===== src/rtl/rdis_pkg.sv =====
// ----------------------------------------------------------------------------
// rdis_pkg: shared types and constants for the radial distortion inverse solver
// Fixed-point formats, saturation limits, register indexes and helpers.
// ----------------------------------------------------------------------------
package rdis_pkg;

  localparam int FRACTION_BITS  = 24;
  localparam int MAX_ITERATIONS = 32;
  localparam int ITER_W         = 7;
  localparam int RAD_W          = 32;
  localparam int COEF_W         = 48;
  localparam int CFG_IDX_W      = 2;
  localparam int NUM_W          = RAD_W + FRACTION_BITS;
  localparam int TOL_INT        = ((2 ** FRACTION_BITS) + 5000) / 10000;

  // n/9 and n/10 for n < 2^36 as (n * M) >> RECIP_K, M = ceil(2^RECIP_K / c)
  localparam int RECIP_K        = 40;
  localparam int RECIP_SHIFT    = RECIP_K - FRACTION_BITS;

  typedef logic signed [63:0] fix_t;

  localparam logic [CFG_IDX_W-1:0] CFG_COEFF_SQUARE = CFG_IDX_W'(0);
  localparam logic [CFG_IDX_W-1:0] CFG_COEFF_FOURTH = CFG_IDX_W'(1);

  localparam logic signed [COEF_W-1:0] COEFF_SQUARE_RST = 48'sd4194304000;
  localparam logic signed [COEF_W-1:0] COEFF_FOURTH_RST = 48'sd838860800000;

  localparam logic [63:0]        SAT_MAX  = 64'h3FFF_FFFF_FFFF_FFFF;
  localparam logic signed [64:0] SAT_P    = 65'sh0_3FFF_FFFF_FFFF_FFFF;
  localparam logic signed [64:0] SAT_N    = -SAT_P;
  localparam fix_t               ONE      = fix_t'(64'd1 << FRACTION_BITS);
  localparam logic [RAD_W-1:0]   TOL      = RAD_W'(TOL_INT);
  localparam logic [RAD_W-1:0]   RAD_MAX  = {RAD_W{1'b1}};
  localparam fix_t               RECIP_9  = fix_t'(64'd122167958642);
  localparam fix_t               RECIP_10 = fix_t'(64'd109951162778);

  // Saturating add to +-SAT_MAX
  function automatic fix_t sat_add(fix_t a, fix_t b);
    logic signed [64:0] s;
    s = {a[63], a} + {b[63], b};
    if (s > SAT_P) begin
      return fix_t'(SAT_P[63:0]);
    end else if (s < SAT_N) begin
      return fix_t'(SAT_N[63:0]);
    end
    return fix_t'(s[63:0]);
  endfunction

  function automatic logic [63:0] mag64(fix_t v);
    return v[63] ? 64'(-v) : 64'(v);
  endfunction

endpackage


===== src/rtl/rdis_mul.sv =====
// ----------------------------------------------------------------------------
// rdis_mul: fixed-point multiply, (x*y) >> FRACTION_BITS, saturated
// One 32x32 partial product per cycle into a 128-bit accumulator.
// ----------------------------------------------------------------------------
module rdis_mul (
  input  logic          clk_i,
  input  logic          rst_ni,
  input  logic          start_i,
  input  rdis_pkg::fix_t x_i,
  input  rdis_pkg::fix_t y_i,
  output logic          busy_o,
  output logic          done_o,
  output rdis_pkg::fix_t p_o
);
  import rdis_pkg::*;

  logic [63:0]  ux_q, uy_q;
  logic         neg_q;
  logic [1:0]   cnt_q;
  logic         busy_q, fin_q;
  logic [127:0] acc_q, acc_d, sh;
  logic [31:0]  a, b;
  logic [63:0]  pp, mag;

  always_comb begin
    a = cnt_q[1] ? ux_q[63:32] : ux_q[31:0];
    b = cnt_q[0] ? uy_q[63:32] : uy_q[31:0];
    pp = 64'(a) * 64'(b);
    case (cnt_q)
      2'd0:    sh = {64'd0, pp};
      2'd3:    sh = {pp, 64'd0};
      default: sh = {32'd0, pp, 32'd0};
    endcase
    acc_d = acc_q + sh;
  end

  always_ff @(posedge clk_i or negedge rst_ni) begin
    if (!rst_ni) begin
      busy_q <= 1'b0;
      fin_q  <= 1'b0;
      cnt_q  <= 2'd0;
    end else begin
      fin_q <= busy_q && (cnt_q == 2'd3);
      if (start_i) begin
        busy_q <= 1'b1;
        cnt_q  <= 2'd0;
      end else if (busy_q) begin
        cnt_q <= cnt_q + 2'd1;
        if (cnt_q == 2'd3) begin
          busy_q <= 1'b0;
        end
      end
    end
  end

  always_ff @(posedge clk_i) begin
    if (start_i) begin
      ux_q  <= mag64(x_i);
      uy_q  <= mag64(y_i);
      neg_q <= x_i[63] ^ y_i[63];
      acc_q <= '0;
    end else if (busy_q) begin
      acc_q <= acc_d;
    end
  end

  always_comb begin
    if (|acc_q[127:FRACTION_BITS+62]) begin
      mag = SAT_MAX;
    end else begin
      mag = {2'b00, acc_q[FRACTION_BITS+61:FRACTION_BITS]};
    end
    p_o = neg_q ? fix_t'(-mag) : fix_t'(mag);
  end

  assign busy_o = busy_q | fin_q;
  assign done_o = fin_q;

endmodule


===== config.mk =====
export PLATFORM = sky130hd
export DESIGN_NAME = rdis_mul
export DESIGN_NICKNAME = d
export VERILOG_FILES = /design/src/rtl/rdis_pkg.sv /design/src/rtl/rdis_mul.sv
export SDC_FILE = /design/constraint.sdc
export NUM_CORES = 2
export LEC_CHECK = 0
export BUFFER_PORTS_ARGS = -buffer_cell sky130_fd_sc_hd__buf_2
export CAP_MARGIN = 5
export CORE_MARGIN = 3
export CORE_UTILIZATION = 45
export DETAILED_ROUTE_END_ITERATION = 7
export PLACE_DENSITY_LB_ADDON = 0.25
export SETUP_SLACK_MARGIN = 0.02
export SYNTH_ARGS = -nofsm -noshare
export SYNTH_HDL_FRONTEND = slang
export SYNTH_SLANG_ARGS = --single-unit

===== constraint.sdc =====
create_clock -name clk_i -period 13.9 [get_ports clk_i]
set_clock_uncertainty 0.1 [all_clocks]
set_input_delay 4.17 -clock clk_i [delete_from_list [all_inputs] [get_ports clk_i]]
set_output_delay 4.17 -clock clk_i [all_outputs]
set_load 0.01 [all_outputs]

==> metrics.txt <==
TritonCTS clock tree=built; Worst setup EP type=flip-flop; WL final=200000 um; row count=around 130; Synth Net Count=roughly 7900; main flop type after synthesis=edfxtp_1; clock sink total=261; crit path buf inv count=4; Max-Cap Viols=0; ratio of cells with drive above 1 in the final layout=about 8.9%; slowest stage delay, CP=around 730 ps; IO Port Bufs=196; crit-path leading delay family=adder cells; CTS clk-pin slew, worst paths=60 ps; fmax=75.0 MHz; DRT Pass-1 Iters=6; Post-Syn Area=0.0551 sq mm; Startpoint Class=flip-flop; number of antenna-violating nets in the routed design=0; via count=slightly below 50000; clk buf depth=3; FFs w/ async S/R, synth=1.53%; Crit-path slowest cell=dfrtp_4; CP max FO=26; Final setup viols=0; Post-synth EDFFs=approximately 130; worst-skew pair later-pin latency=600 ps; vias in the first global route=47900; most frequent CP cell=fa_1; first-pass GRT wire length=300000 um; Initial Util=45.7%; Die Y=356 um; Core Area=~0.12 sq mm; Hold Crit Class=flip-flop to flip-flop; Placer Congestion=0.986; yosys warns=0; Die Area=0.127 sq mm; Remaining DRCs=0; antenna violations before repair=6; per-cell routed wire length=between 20 and 25 um; TritonCTS Buffers=37; final hold vios=0; GRT Total Usage=31.4%; gr ovfl total=0; Yosys cell types=just under 100; WP data required=14350 ps; total negative slack=0 ps; hpwl dp=between 150000 and 200000 um; # IOs=197; max-slew violation count=0; Nets=7959; drt via density=5.90; H-tree depth=2; largest net degree at the start of global routing=136; Syn Area/Cell=8.53 sq um; RSZ-0062 raised after global routing=false; worst-margin pin slew=about 1200 ps; register area share after synthesis=11.9%; Root Driver=clkbuf_16; fin crit period=13340 ps; status=completed; Layout area overhead=8.15%; Starting DRT DRC Count=4468; Max-slew headroom=21.4%; Yosys reg bits=261; WS Path Type=flip-flop to flip-flop; post-synthesis cell count=6467; CP arrival=between 10000 and 15000 ps; Final period util=95.9%; die width=356 um
-- per-layer routing --
metal / wire length (um) / GRT usage (%) / up-vias / part of all wire, %
li1: - / - / 21200 / -
met1: 80100 / 41.9 / 24000 / 40
met2: 87600 / 47.9 / 2432 / 44
met3: 20300 / 7.37 / 573 / 10
met4: 12200 / 15.7 / 4 / 6.1
met5: 28 / 0 / - / 0.014
-- layout by cell type, fill, tap and decap left out, drive strengths merged, types with 33 or more instances in the layout --
cell type / n
inv: 937
fa: 897
nor2: 862
nand2: 708
ha: 402
buf: 356
o21ai: 278
a21oi: 272
xnor2: 245
mux2i: 135
edfxtp: 129
dfxtp: 128
a21o: 103
nand4: 95
xor2: 74
and2: 67
nor3: 65
mux2: 63
o31ai: 62
o21bai: 53
a22o: 50
clkbuf: 50
nand3: 48
or3: 45
nor4: 39
o311ai: 36
o21a: 34
nand2b: 33
-- path summary, 6_finish.rpt --
path	from	endpoint	slack, ps	cells past startpoint
worst max-delay path	cnt_q[1]$_DFFE_PN0P_	acc_q[127]$_SDFFE_PP0P_	560	38
worst min-delay path	acc_q[103]$_SDFFE_PP0P_	acc_q[103]$_SDFFE_PP0P_	370	2
worst max register to register	cnt_q[1]$_DFFE_PN0P_	acc_q[127]$_SDFFE_PP0P_	560	38
worst min register to register	acc_q[103]$_SDFFE_PP0P_	acc_q[103]$_SDFFE_PP0P_	370	2
max in group asynchronous	rst_ni	cnt_q[0]$_DFFE_PN0P_	10000	1
min in group asynchronous	rst_ni	done_o$_DFF_PN0_	3360	1
-- cell type report --
type	count	area [sq um]
clock buffer	49	1000
inverter	930	3490
clock inverter	15	218
multi-input combinational	4942	44100
tap	1612	2020
antenna	3	7.51
fill	11700	61100
sequential	261	6550
timing repair buffer	357	2260
-- synthesized netlist by cell type (94+ instances only) --
master      n  area, sq um
a21o_1    103          773
inv_1     930         3490
a21oi_1   271         1360
fa_1      897        18000
edfxtp_1  129         3870
nor2_1    860         3230
clkbuf_1  303         1140
nand4_1    94          588
dfxtp_1   128         2560
ha_1      402         5030
mux2i_1   135         1350
o21ai_0   262         1310
xnor2_1   245         2150
nand2_1   707         2650
-- flip-flops by register name (all words and copies together), names as in the netlist --
name	cells
done_o	1
neg_q	1
ux_q	64
acc_q	128
cnt_q	2
uy_q	64
busy_q	1
-- kinds of logic after synthesis --
kind of cell	synth area share, %
flip-flops	11.9
adder cells (fa/ha/maj)	41.7
multiplexers	3.74
XOR/XNOR	5.07
AND/OR/NAND/NOR	16.6
buffers and inverters	8.64
AO/OA/AOI/OAI	12.4
-- stage by stage --
stage	hold slack [ps]	cell area, sq um	setup WS, ps	instances	util, %
3_3_place_gp	355	58400	1000	8101	48.3
2_1_floorplan	342	55100	2110	6467	-
5_1_grt	401	59600	65.2	8166	49.4
3_5_place_dp	363	58400	741	8101	48.3
6_report	374	59600	564	8169	49.4
4_1_cts	373	59600	724	8165	49.3
-- worst min-delay path, stage by stage, from the launching register on --
cell and delay, ps:
dfxtp_1 320, nand2_1 60, o21ai_1 50
-- what timing repair did --
| action | CTS | global route |
|---|---|---|
| setup endpoints to repair | 0 | 5 |
| hold buffers | 0 | 0 |
| setup buffers | 0 | 1 |
| gates resized for setup | 0 | 6 |
Power is left out: the tool's default activity adds up to more than one toggle a clock period on the data nets, which glitch-free logic cannot reach.
