**src/rtl/rdis_pkg.sv**
```systemverilog
// ----------------------------------------------------------------------------
// rdis_pkg: shared types and constants for the radial distortion inverse solver
// Fixed-point formats, saturation limits, register indexes and helpers.
// ----------------------------------------------------------------------------
package rdis_pkg;

  localparam int FRACTION_BITS  = 24;
  localparam int MAX_ITERATIONS = 32;
  localparam int ITER_W         = 7;
  localparam int RAD_W          = 32;
  localparam int COEF_W         = 48;
  localparam int CFG_IDX_W      = 2;
  localparam int NUM_W          = RAD_W + FRACTION_BITS;
  localparam int TOL_INT        = ((2 ** FRACTION_BITS) + 5000) / 10000;

  // n/9 and n/10 for n < 2^36 as (n * M) >> RECIP_K, M = ceil(2^RECIP_K / c)
  localparam int RECIP_K        = 40;
  localparam int RECIP_SHIFT    = RECIP_K - FRACTION_BITS;

  typedef logic signed [63:0] fix_t;

  localparam logic [CFG_IDX_W-1:0] CFG_COEFF_SQUARE = CFG_IDX_W'(0);
  localparam logic [CFG_IDX_W-1:0] CFG_COEFF_FOURTH = CFG_IDX_W'(1);

  localparam logic signed [COEF_W-1:0] COEFF_SQUARE_RST = 48'sd4194304000;
  localparam logic signed [COEF_W-1:0] COEFF_FOURTH_RST = 48'sd838860800000;

  localparam logic [63:0]        SAT_MAX  = 64'h3FFF_FFFF_FFFF_FFFF;
  localparam logic signed [64:0] SAT_P    = 65'sh0_3FFF_FFFF_FFFF_FFFF;
  localparam logic signed [64:0] SAT_N    = -SAT_P;
  localparam fix_t               ONE      = fix_t'(64'd1 << FRACTION_BITS);
  localparam logic [RAD_W-1:0]   TOL      = RAD_W'(TOL_INT);
  localparam logic [RAD_W-1:0]   RAD_MAX  = {RAD_W{1'b1}};
  localparam fix_t               RECIP_9  = fix_t'(64'd122167958642);
  localparam fix_t               RECIP_10 = fix_t'(64'd109951162778);

  // Saturating add to +-SAT_MAX
  function automatic fix_t sat_add(fix_t a, fix_t b);
    logic signed [64:0] s;
    s = {a[63], a} + {b[63], b};
    if (s > SAT_P) begin
      return fix_t'(SAT_P[63:0]);
    end else if (s < SAT_N) begin
      return fix_t'(SAT_N[63:0]);
    end
    return fix_t'(s[63:0]);
  endfunction

  function automatic logic [63:0] mag64(fix_t v);
    return v[63] ? 64'(-v) : 64'(v);
  endfunction

endpackage

```
**src/rtl/rdis_div.sv**
```systemverilog
// ----------------------------------------------------------------------------
// rdis_div: unsigned restoring divider
// One quotient bit per cycle, NUM_W quotient bits per divide.
// ----------------------------------------------------------------------------
module rdis_div (
  input  logic                       clk_i,
  input  logic                       rst_ni,
  input  logic                       start_i,
  input  logic [rdis_pkg::NUM_W-1:0] num_i,
  input  logic [63:0]                den_i,
  output logic                       busy_o,
  output logic                       done_o,
  output logic [rdis_pkg::NUM_W-1:0] quo_o
);
  import rdis_pkg::*;

  localparam int CNT_W = $clog2(NUM_W + 1);

  logic [63:0]      rem_q, den_q;
  logic [NUM_W-1:0] quo_q;
  logic [CNT_W-1:0] cnt_q;
  logic             fin_q;
  logic [64:0]      trial, diff;
  logic             ge;

  always_comb begin
    trial = {rem_q, quo_q[NUM_W-1]};
    diff  = trial - {1'b0, den_q};
    ge    = trial >= {1'b0, den_q};
  end

  always_ff @(posedge clk_i or negedge rst_ni) begin
    if (!rst_ni) begin
      cnt_q <= '0;
      fin_q <= 1'b0;
    end else begin
      fin_q <= (cnt_q == CNT_W'(1));
      if (start_i) begin
        cnt_q <= CNT_W'(NUM_W);
      end else if (cnt_q != '0) begin
        cnt_q <= cnt_q - CNT_W'(1);
      end
    end
  end

  always_ff @(posedge clk_i) begin
    if (start_i) begin
      rem_q <= '0;
      quo_q <= num_i;
      den_q <= den_i;
    end else if (cnt_q != '0) begin
      rem_q <= ge ? diff[63:0] : trial[63:0];
      quo_q <= {quo_q[NUM_W-2:0], ge};
    end
  end

  assign busy_o = (cnt_q != '0) | fin_q;
  assign done_o = fin_q;
  assign quo_o  = quo_q;

endmodule

```
**config.mk**
```make
export PLATFORM = sky130hd
export DESIGN_NAME = rdis_div
export DESIGN_NICKNAME = d
export VERILOG_FILES = /design/src/rtl/rdis_pkg.sv /design/src/rtl/rdis_div.sv
export SDC_FILE = /design/constraint.sdc
export NUM_CORES = 1
export LEC_CHECK = 0
export CORE_MARGIN = 3
export CORE_UTILIZATION = 35
export DETAILED_ROUTE_END_ITERATION = 10
export DONT_BUFFER_PORTS = 1
export SLEW_MARGIN = 40
export SYNTH_ARGS = -nofsm -noshare
export SYNTH_HDL_FRONTEND = slang
export SYNTH_SLANG_ARGS = --single-unit
```
**constraint.sdc**
```tcl
create_clock -name clk_i -period 11.1 [get_ports clk_i]
set_clock_uncertainty 0.1 [all_clocks]
set_input_delay 3.33 -clock clk_i [delete_from_list [all_inputs] [get_ports clk_i]]
set_output_delay 3.33 -clock clk_i [all_outputs]
set_load 0.1 [all_outputs]
```
==> impl_results.md <==
- Initial antenna violation count: 1
- Crit. End Element: primary output
- Clk_lat worst skew: 470 ps
- DR vias/cell: 5.54
- Worst path max stage delay: 600 ps
- First-pass detailed-route iteration total: 5
- GRT overflow: 0
- VDD IR max: 0.000140 V
- CP arrival: 2120 ps
- # clock sinks: 191
- Routed WL per cell: 18.7 um
- CTS Buf Count: 17
- Root Buffer: clkbuf_16
- Comb power frac: 46.9%
- GRT Total Usage: 18.2%
- Post-DP HPWL: 24.6 mm
- Hold Vio Cnt, Final: 0
- Main flop type after synthesis: edfxtp_1
- Rows: 67
- Initial core utilization: 35.8%
- Status: finished clean
- Synth Instances: 1,324
- Unrepaired setup endpoints after global routing: false
- Synth warn: 0
- Pin count of the biggest net entering global routing: 183
- Worst setup path category: register to primary output
- CP Max Fanout: 5
- CP Data Required Time: 7670 ps
- Yosys reg bits: 191
- Post-synth ARST share: 3.66%
- Lkg Pwr: 5.70 nW
- Max_slew headroom: 41.7%
- Dpl ws: 5810 ps
- Fillers: 3,289
- Reg2Reg Depth: 12
- Syn-to-layout area delta: 17.4%
- Maxcap violations: 0
- EDFF count, synth: 120
- Final min period: 5550 ps
- Fmax: 0.180 GHz
- Register area share after synthesis: 41.9%
- WHS Path Cells: 2
- Ratio of cells with drive above 1 in the final layout: 12.9%
- Pwr Density: 220 mW/mm^2
- Die Ht: 192 um
- Die Wd: 192 um
- Register-to-register setup slack: 6810 ps
- Vias in the first global route: 9,981
- Setup-failing EPs final: 0
- Final Slew Violations: 0
- CTS HTree Levels: 4
- Int Pwr: 0.00174 W
- Sw Pwr: 0.00139 W
- Number of port buffers: 0
- CTS Hold Buffers Added: 0
- Initial DRC count: 786
- Die Area: 0.0368 mm^2
- Clock network power share: 21.4%
- Synth cell types: 78
- Core ar.: 0.0338 mm^2
- Cells after DPL: 1,775
- Worst-path cell with the longest stage delay: nor4_2
- Cell breakdown of the critical path: nor4_2 -> and2_1 -> nand2b_2
- CTS clk-pin slew, worst paths: 90 ps
- Switching part of the total power: 44.3%
- Hold EP: rem_q[1]
- Setup tns final: 0 ps
- Worst hold start: rem_q[1]
- Routed Antenna Nets: 0
- Hold WC Path Type: register to register
- Reg2Reg Capture Point: rem_q[46]
- Final setup margin: 5550 ps
- Layout Nets: 1,536
- Ports: 181
- Largest cells by area after synthesis: edfxtp_1, dfxtp_1, ha_1
- Max clock buf depth: 2
- Worst Tran Pin Value: 874 ps
- CTS resizes: 0
- Worst R2R Start: quo_o[55]
- Placer Congestion: 0.884
- Final cycle utilization of the critical path: 50.0%
- Post-CTS Setup Inserts: 0
- Post-Synthesis Cell Area: 0.0121 mm^2
- Most common cell after layout, fill and taps aside: nand2_1
- Total DRC errors in the routed layout: 0
- Syn Area/Cell: 9.13 um^2
- CTS tree: done
- Placement Cell Area: 0.0135 mm^2
- Non-Filler Instances: 1,809
- Most frequent cells in the layout: nand2_1, nor2_1, edfxtp_1
- Top-area cell type share of the netlist area: 29.8%
- Sequential share of power: 31.7%
- Synth area leader: edfxtp_1
- DR vias: 10,000
- Total wire length: 33.8 mm
- Wire length of the first global-routing pass: 53.1 mm
- Design Area, Final: 0.0142 mm^2
- CP Launch Type: register
- Syn nets: 1,514
==> cell families after synthesis <==
| group | after synthesis | synth area share, % |
|---|---|---|
| buffers and inverters | 173 | 5.52 |
| and+or+nand+nor | 429 | 16.1 |
| xor gates and xnor gates | 42 | 3.04 |
| AOI/OAI and AO/OA | 361 | 20.8 |
| adders and majority gates | 67 | 7.00 |
| DFF | 191 | 41.9 |
| muxes | 61 | 5.65 |
==> per-stage QoR <==
stage / utilization [%] / hold WS (ps) / total power [W]
floorplan: - / 349 / 0.00208
global placement: 36.6 / 365 / 0.00233
detailed placement: 40.1 / 375 / 0.00245
CTS: 42.0 / 389 / 0.00314
global route: 42.0 / 429 / 0.00333
finish: 42.0 / 395 / 0.00313
==> layer usage <==
layer / part of all wire, % / global-route usage, % / up-vias
met5: 0 / 0 / -
met4: 2.7 / 6.72 / 0
li1: - / - / 4890
met1: 44 / 24.0 / 4831
met2: 49 / 29.7 / 246
met3: 4.4 / 3.19 / 48
==> synthesized netlist by cell type (all sizes together) (20+ instances only) <==
| library cell | number |
|---|---|
| o21ai | 58 |
| mux2 | 58 |
| clkbuf | 67 |
| nor2 | 125 |
| a211oi | 20 |
| nand2 | 157 |
| inv | 94 |
| a311oi | 41 |
| a21oi | 94 |
| edfxtp | 120 |
| dfxtp | 64 |
| nor3 | 23 |
| nand3 | 26 |
| xnor2 | 28 |
| a21o | 35 |
| ha | 66 |
| nand4 | 30 |
==> worst max-delay path by stage <==
stage | startpoint | to | slack [ps] | cells past startpoint
after floorplan | start_i | quo_o[0] | 5460 | 4
after global placement | cnt_q[2] | busy_o | 5700 | 3
after detailed placement | cnt_q[2] | busy_o | 5810 | 3
after CTS | cnt_q[2] | busy_o | 5290 | 3
after global routing | cnt_q[2] | busy_o | 5480 | 3
final | cnt_q[2] | busy_o | 5550 | 3
==> flip-flops by register name (all words and copies together), names as in the netlist <==
name    flops
cnt_q       6
den_q      64
done_o      1
quo_o      56
rem_q      64
==> power groups by stage <==
stage / Combinational, W / Clock [W] / Sequential [W]
3_3_place_gp: 0.00117 / 0 / 0.00117
5_1_grt: 0.00161 / 0.000716 / 0.00101
2_1_floorplan: 0.000947 / 0 / 0.00114
3_5_place_dp: 0.00145 / 0 / 0.00101
6_report: 0.00147 / 0.000669 / 0.000993
4_1_cts: 0.00146 / 0.000691 / 0.000993
==> worst max-delay path: cells and delay by family (launching register included) <==
| kind | cells | cell delay (ps) |
|---|---|---|
| flip-flops | 1 | 430 |
| AND/OR/NAND/NOR | 3 | 1230 |
==> final cells by class <==
class / count / area [um^2] / area share [%]
Multi-Input combinational cell: 960 / 6390 / 45.0
Sequential cell: 191 / 5060 / 35.7
Timing Repair Buffer: 81 / 1180 / 8.30
Tap cell: 448 / 561 / 3.95
Clock buffer: 17 / 425 / 3.00
Inverter: 95 / 359 / 2.53
Clock inverter: 15 / 215 / 1.52
Antenna cell: 2 / 5.00 / 0.0353
Note: power is estimated with default switching activity, not from simulation.
